$ cat src/hw/rtl/jacobi_five_point_stencil_assert.svh
// Assertion macros for the five-point stencil block.
`ifndef JACOBI_FIVE_POINT_STENCIL_ASSERT_SVH
`define JACOBI_FIVE_POINT_STENCIL_ASSERT_SVH

`ifndef SYNTHESIS
`define JFPS_ASSERT(label, clk, rst, prop) \
  label: assert property (@(posedge clk) disable iff (rst) prop) \
    else $error("stencil assertion failed");
`define JFPS_ASSERT_NEXT(label, clk, rst, pre, post) \
  label: assert property (@(posedge clk) disable iff (rst) (pre) |=> (post)) \
    else $error("stencil assertion failed");
`else
`define JFPS_ASSERT(label, clk, rst, prop)
`define JFPS_ASSERT_NEXT(label, clk, rst, pre, post)
`endif

`endif

$ cat src/hw/rtl/jfps_pkg.sv
// Shared constants, types and helpers of the five-point stencil block.
package jfps_pkg;

  localparam int DEF_MAX_COLS = 64;
  localparam int DEF_MAX_ROWS = 64;

  localparam int CELL_W  = 32;
  localparam int SUM_W   = 35;
  localparam int COORD_W = 6;
  localparam int FUNC_W  = 2;

  // config register widths and reset values
  localparam int ICOLS_W    = 6;
  localparam int IROWS_W    = 6;
  localparam int PAD_W      = 5;
  localparam int NPASS_W    = 4;
  localparam int RST_ICOLS  = 16;
  localparam int RST_IROWS  = 16;
  localparam int RST_PAD    = 1;
  localparam int RST_NPASS  = 3;
  localparam int CFG_IDX_W  = 2;
  localparam int CFG_DATA_W = 6;

  // divide by five, one 4-bit digit per step, magnitude first
  localparam int DIVISOR     = 5;
  localparam int DIGIT_W     = 4;
  localparam int DIV_DIGITS  = (SUM_W + DIGIT_W) / DIGIT_W;
  localparam int MAG_W       = DIV_DIGITS * DIGIT_W;
  localparam int REM_W       = $clog2(DIVISOR);
  localparam int V_W         = REM_W + DIGIT_W;
  localparam int RECIP_SHIFT = 10;
  localparam int RECIP       = (2 ** RECIP_SHIFT + DIVISOR - 1) / DIVISOR;
  localparam int CNT_W       = $clog2(DIV_DIGITS + 1);

  typedef enum logic [CFG_IDX_W-1:0] {
    REG_ICOLS,
    REG_IROWS,
    REG_PAD,
    REG_NPASS
  } cfg_reg_t;

  typedef enum logic [FUNC_W-1:0] {
    FUNC_LOAD,
    FUNC_COMPUTE,
    FUNC_READ,
    FUNC_NOP
  } func_t;

  typedef struct packed {
    logic busy;
    logic done;
  } div_stat_t;

  // quotient digit of a partial remainder below 16*DIVISOR, by reciprocal
  function automatic logic [DIGIT_W-1:0] div5_digit(input logic [V_W-1:0] v);
    logic [V_W+RECIP_SHIFT-1:0] p;
    p = (V_W + RECIP_SHIFT)'(v) * (V_W + RECIP_SHIFT)'(RECIP);
    return p[RECIP_SHIFT +: DIGIT_W];
  endfunction

endpackage

$ cat src/hw/rtl/jfps_div5.sv
// Iterative signed divide by five, truncating toward zero, one digit per cycle.
module jfps_div5 import jfps_pkg::*; (
  input  logic                    clk,
  input  logic                    rst,
  input  logic                    start,
  input  logic signed [SUM_W-1:0] sum,
  output div_stat_t               stat,
  output logic [CELL_W-1:0]       quo
);

  logic              busy;
  logic              done;
  logic [CNT_W-1:0]  cnt;
  logic              neg;
  logic [MAG_W-1:0]  mag;
  logic [MAG_W-1:0]  qacc;
  logic [REM_W-1:0]  rem;

  logic signed [MAG_W-1:0] sx;
  logic [DIGIT_W-1:0]      digit;
  logic [V_W-1:0]          v;
  logic [DIGIT_W-1:0]      qd;
  logic [V_W-1:0]          prod;
  logic [REM_W-1:0]        rem_next;
  logic [MAG_W-1:0]        qfin;

  always_comb begin
    sx       = MAG_W'(sum);
    digit    = mag[MAG_W-1 -: DIGIT_W];
    v        = {rem, digit};
    qd       = div5_digit(v);
    prod     = V_W'(qd) * V_W'(DIVISOR);
    rem_next = REM_W'(v - prod);
    qfin     = {qacc[MAG_W-DIGIT_W-1:0], qd};
  end

  always_ff @(posedge clk) begin
    if (rst) begin
      busy <= 1'b0;
      done <= 1'b0;
      cnt  <= '0;
    end else begin
      done <= 1'b0;
      if (start) begin
        busy <= 1'b1;
        cnt  <= CNT_W'(DIV_DIGITS);
        neg  <= sum[SUM_W-1];
        mag  <= sum[SUM_W-1] ? -sx : sx;
        rem  <= '0;
        qacc <= '0;
      end else if (busy) begin
        mag  <= mag << DIGIT_W;
        rem  <= rem_next;
        qacc <= qfin;
        cnt  <= cnt - 1'b1;
        if (cnt == CNT_W'(1)) begin
          busy <= 1'b0;
          done <= 1'b1;
          quo  <= neg ? -qfin[CELL_W-1:0] : qfin[CELL_W-1:0];
        end
      end
    end
  end

  assign stat.busy = busy;
  assign stat.done = done;

endmodule

$ cat config.mk
export PLATFORM = sky130hd
export DESIGN_NAME = jfps_div5
export DESIGN_NICKNAME = d
export VERILOG_FILES = /design/src/hw/rtl/jacobi_five_point_stencil_assert.svh /design/src/hw/rtl/jfps_pkg.sv /design/src/hw/rtl/jfps_div5.sv
export SDC_FILE = /design/constraint.sdc
export NUM_CORES = 1
export LEC_CHECK = 0
export ABC_CLOCK_PERIOD_IN_PS = 9450
export BUFFER_PORTS_ARGS = -buffer_cell sky130_fd_sc_hd__buf_4
export CORE_ASPECT_RATIO = 0.7
export CORE_UTILIZATION = 45
export DETAILED_ROUTE_END_ITERATION = 8
export SYNTH_ARGS = -nofsm -noshare
export SYNTH_HDL_FRONTEND = slang
export SYNTH_SLANG_ARGS = --single-unit
$ cat constraint.sdc
create_clock -name clk -period 9.45 [get_ports clk]
set_input_delay 1.89 -clock clk [delete_from_list [all_inputs] [get_ports clk]]
set_output_delay 1.89 -clock clk [all_outputs]
set_load 0.02 [all_outputs]
After elaboration in Yosys (flattened, before gate mapping)
Cells that the tools add are included.
- register bits: 106
- input port bits: 38
- output and inout bits: 34
- word-level logic and storage cells: 37
- add/subtract/negate cells: 4
- multipliers: 2
- equality and inequality tests: 1
- multiplexer cells: 12
- bitwise logic cells: 3
- reductions and logical operators: 6
- operators with widths (cell ; number):
    $mux W36 ; 3
    $neg A35 Y36 ; 1
    $mux W32 ; 1
    $neg A32 Y32 ; 1
    $mux W28 ; 1
    $mul A7 B8 Y14 const B ; 1
    $mux W4 ; 2
    $eq A4 B1 Y1 const B ; 1
    $mul A4 B3 Y3 const B ; 1
    $mux W1 ; 4
    $reduce_and A2 Y1 ; 2
    $reduce_and A4 Y1 ; 1
    $sub A4 B1 Y4 const B ; 1
    $mux W3 ; 1
    $not A1 Y1 ; 3
    $reduce_or A3 Y1 ; 1
    $sub A3 B3 Y3 ; 1
    $reduce_bool A2 Y1 ; 1
    $reduce_or A2 Y1 ; 1

Longest topological paths before layout
- depth in word-level cells: 4
- gate-level depth with buffers: 21
- gate-level depth less buffers: 21

Worst setup path after synthesis
No wires, ideal clock.
- kind: in2reg
- from: input port start
- to: register mag[0] (enable)
- library setup time: 492 ps
- arrival time: 5271 ps
- data required time: 8958 ps
- path slack: 3687 ps
- cell stages on the path: 4
- path buffers: 2
- path through: clkbuf_1 clkbuf_1 nor2_1 nor2_1
- word-level cells in the longest chain between the ends: 2
- RTL lines (element ; line ; RTL):
    from (decl) ; jfps_div5.sv:5 ; input logic start,
    $reduce_bool A2 Y1 (no line) ; -- ;
    $reduce_and A2 Y1 (no line) ; -- ;
    to (signal assigned) ; jfps_div5.sv:48 ; mag <= sum[SUM_W-1] ? -sx : sx;
    to (signal assigned) ; jfps_div5.sv:52 ; mag <= mag << DIGIT_W;
    to (decl) ; jfps_div5.sv:15 ; logic [MAG_W-1:0] mag;
Every way passes these cells.
A chain may end at the register's enable or synchronous reset.

Worst setup path in the final report
- from: register rem[0]
- to: register rem[2] (data pin)
- word-level cells in the longest chain between the ends: 4
- RTL lines (element ; line ; RTL):
    from (decl) ; jfps_div5.sv:17 ; logic [REM_W-1:0] rem;
    from (signal assigned) ; jfps_div5.sv:53 ; rem <= rem_next;
    $mul A7 B8 Y14 ; jfps_pkg.sv:57 ; p = (V_W + RECIP_SHIFT)'(v) * (V_W + RECIP_SHIFT)'(RECIP);
    named net qd[0] ; jfps_div5.sv:22 ; logic [DIGIT_W-1:0] qd;
    $mul A4 B3 Y3 ; jfps_div5.sv:32 ; prod = V_W'(qd) * V_W'(DIVISOR);
    $sub A3 B3 Y3 ; jfps_div5.sv:33 ; rem_next = REM_W'(v - prod);
    $mux W3 ; jfps_div5.sv:51 ; end else if (busy) begin
The timed path passes the listed nets, and every way through them passes these cells. The select of a mux whose other input is x is not followed.

==> results by group <==
Detailed routing
  – Vias: between 4000 and 5000
  – Final WL: 12900 um
  – DRC: 0
  – Via/cell ratio: roughly 5.4
  – Iter 0 DRT Violations: approximately 260
  – Pre-antenna DRT Iters: 5
  – Post-route ant nets: 0
  – DR WL/cell: 16.0 um

Timing
  – Fmax: between 150 and 200 MHz
  – Slew @ Worst Pin: about 1 ns
  – Final setup viols: 0
  – Unrepaired setup endpoints after global routing: no
  – Max Slew Vio Count: 0
  – Min Tclk post-route: roughly 5.1 ns
  – Rel. slew slack: ~33%
  – Post-Route Setup TNS: 0 ns
  – Tcrit/Tclk final: a little over half
  – Clock skew: 0.0107 ns
  – Final Hold Fails: 0

Logic synthesis
  – Post-Synthesis Cells: ~560
  – Register area share after synthesis: between 40% and 50%
  – Syn nets: 640
  – Asr flop ratio synth: 0%
  – Post-synth cell types: 61
  – Flop and latch count out of synthesis: between 100 and 150
  – Number of synthesized flops with an enable pin: 100
  – Synthesized area: around 6300 um2
  – Synth Flop Type: edfxtp_1
  – Yosys warnings: 0
  – Mapped Avg Cell Area: about 11 um2

Clock tree
  – Worst skew pair latency: ~0.35 ns
  – Clk slew on worst S/H paths: about 0.07 ns
  – H-tree Lvls: 3
  – Clk buf depth: 2
  – Post-CTS Setup Inserts: 0
  – PostCTS Resize Cnt: 0
  – Hold bufs inserted after CTS: 0
  – CTS tree: built
  – TritonCTS buffer count: 9
  – Clock sinks: 106
  – Root Driver: clkbuf_16

Critical path
  – Crit start category: flop
  – CP max FO: 5
  – CP endpoint kind: flop
  – Crit Path Class: flop to flop
  – CP Data Required Time: 9.53 ns
  – CP arrival: 5.17 ns

Hold path
  – Min-delay worst type: flop to flop

Cells and area
  – Multi-input gate area: between 2000 and 3000 um2
  – Fraction of layout cells with a size suffix above 1: ~17%
  – Final #Nets: between 700 and 800
  – Most frequent cells in the layout: edfxtp_1, buf_4, nor2_1
  – Cell area after layout: between 7000 and 8000 um2
  – Register area: about 3100 um2
  – Fillcell total: ~1200
  – Non-Filler Instances: a little over 800
  – Synth-to-layout area growth: 15.1%
  – ANT cells: 0
  – Most common cell after layout, fill and taps aside: edfxtp_1

GRT
  – First-pass GRT wire length: between 20000 and 25000 um
  – Largest net degree at the start of global routing: 54
  – Total track usage: around 19%
  – Initial antenna violation count: 0
  – Grt ovf: 0
  – Vias in the first global route: between 4000 and 5000

Die
  – Die width: between 100 and 150 um
  – Site Rows: 35
  – Core Area: ~13000 um2
  – Initial Util: a little under half
  – Top-level port count: about 70
  – Die Span Y: just over 100 um
  – Area of the die: approximately 14000 um2

Power and ir drop
  – P per Cell Area: between 300 and 400 nW/um2
  – Max VDD drop: roughly 0.35 mV
  – Leak: between 2 and 3 nW

Place
  – Port Buffers: a little over 70
  – Placed cell count: 792
  – Final HPWL DP: ~9300 um
  – Placement Cell Area: approximately 7000 um2
  – Gpl congestion: around 0.90

Status
  – Status: finished, final reports clean

Run
  – Max-cap violations: 0
layer usage:
| layer | wire length [um] | vias up | global-route usage (%) |
|---|---|---|---|
| met5 | 0 | - | 0 |
| met4 | 78 | 0 | 4.05 |
| met3 | 669 | 9 | 4.18 |
| met2 | 5590 | 126 | 29.0 |
| met1 | 6550 | 2092 | 28.3 |
| li1 | - | 2127 | - |
worst paths after layout:
kind	startpoint	end	slack, ns	cells past startpoint
setup reg to reg	rem[0]$_SDFFCE_PP0P_	rem[2]$_SDFFCE_PP0P_	4.36	18
hold reg to reg	cnt[1]$_SDFFE_PP0P_	cnt[1]$_SDFFE_PP0P_	0.50	2
setup / recovery	rem[0]$_SDFFCE_PP0P_	rem[2]$_SDFFCE_PP0P_	4.36	18
hold / removal	cnt[1]$_SDFFE_PP0P_	cnt[1]$_SDFFE_PP0P_	0.50	2
report_power, final:
group          total, mW  internal, mW  switching [mW]
clock              0.347         0.179           0.167
combinational       1.80         0.730            1.07
sequential         0.680         0.636          0.0437
synth_stat cells (2+ instances only):
| library cell | instances | area, um2 |
|---|---|---|
| or4_1 | 4 | 30.0 |
| buf_6 | 2 | 22.5 |
| o41ai_1 | 5 | 43.8 |
| o21ai_0 | 25 | 125 |
| or2_2 | 5 | 31.3 |
| a211oi_1 | 2 | 15.0 |
| xnor2_1 | 37 | 324 |
| nand4_1 | 2 | 12.5 |
| inv_1 | 36 | 135 |
| nor4_1 | 7 | 43.8 |
| edfxtp_1 | 100 | 3000 |
| clkbuf_1 | 18 | 67.6 |
| buf_4 | 2 | 15.0 |
| nor2_1 | 53 | 199 |
| or3_1 | 9 | 56.3 |
| dfxtp_1 | 6 | 120 |
| o31ai_1 | 23 | 173 |
| ha_1 | 37 | 463 |
| xor2_1 | 34 | 298 |
| o211ai_2 | 2 | 25.0 |
| nand3b_1 | 2 | 15.0 |
| and3_1 | 3 | 18.8 |
| nand3_1 | 4 | 20.0 |
| nor2b_1 | 29 | 181 |
| nand2_1 | 18 | 67.6 |
| o21ai_1 | 5 | 25.0 |
| nand2b_1 | 2 | 12.5 |
| nor3_1 | 5 | 25.0 |
| o21a_1 | 2 | 15.0 |
| a21oi_1 | 38 | 190 |
| fa_1 | 9 | 180 |
sequential cells by signal, summed over array words and instances (netlist names):
signal,cells
qacc,28
neg,1
busy,1
done,1
quo,32
rem,3
cnt,4
mag,36
per-stage QoR:
step	utilization [%]	worst slack, ns	total power [mW]	hold slack, ns
3_3_place_gp	52.0	4.62	2.41	0.487
2_1_floorplan	-	3.69	2.08	0.469
4_1_cts	53.9	4.36	2.83	0.501
5_1_grt	53.9	4.07	3.06	0.522
3_5_place_dp	52.0	4.34	2.45	0.484
6_report	53.9	4.36	2.82	0.502
area by class of cell:
| type | instances | share of cell area, % |
|---|---|---|
| timing repair buffer | 74 | 7.69 |
| tap | 185 | 3.20 |
| sequential | 106 | 43.2 |
| clock buffer | 12 | 3.27 |
| inverter | 37 | 1.92 |
| clock inverter | 4 | 0.381 |
| multi-input combinational | 390 | 40.3 |
critical path: stages, from the launching register on:
cell      delay [ns]
edfxtp_1        0.46
ha_1            0.33
ha_1            0.32
fa_1            0.51
inv_1           0.05
fa_1            0.50
inv_1           0.04
ha_1            0.23
o311ai_0        0.46
nand2_1         0.17
o311ai_4        0.40
inv_1           0.19
nand2_1         0.11
o21ai_0         0.11
fa_1            0.40
xnor2_1         0.19
xnor2_1         0.16
xnor2_1         0.15
nor2_1          0.05
cells by family (layout without fill, tap and decap cells):
| kind of cell | count (synthesis) | count (layout) | synth area share (%) |
|---|---|---|---|
| mux | 1 | 1 | 0.159 |
| flops | 106 | 106 | 49.7 |
| xor+xnor | 71 | 71 | 9.90 |
| buf+inv | 60 | 127 | 3.95 |
| simple gates | 154 | 154 | 13.4 |
| fa+ha+maj | 46 | 46 | 10.2 |
| compound gates | 118 | 118 | 12.6 |
Power figures use the tool's default switching activity.
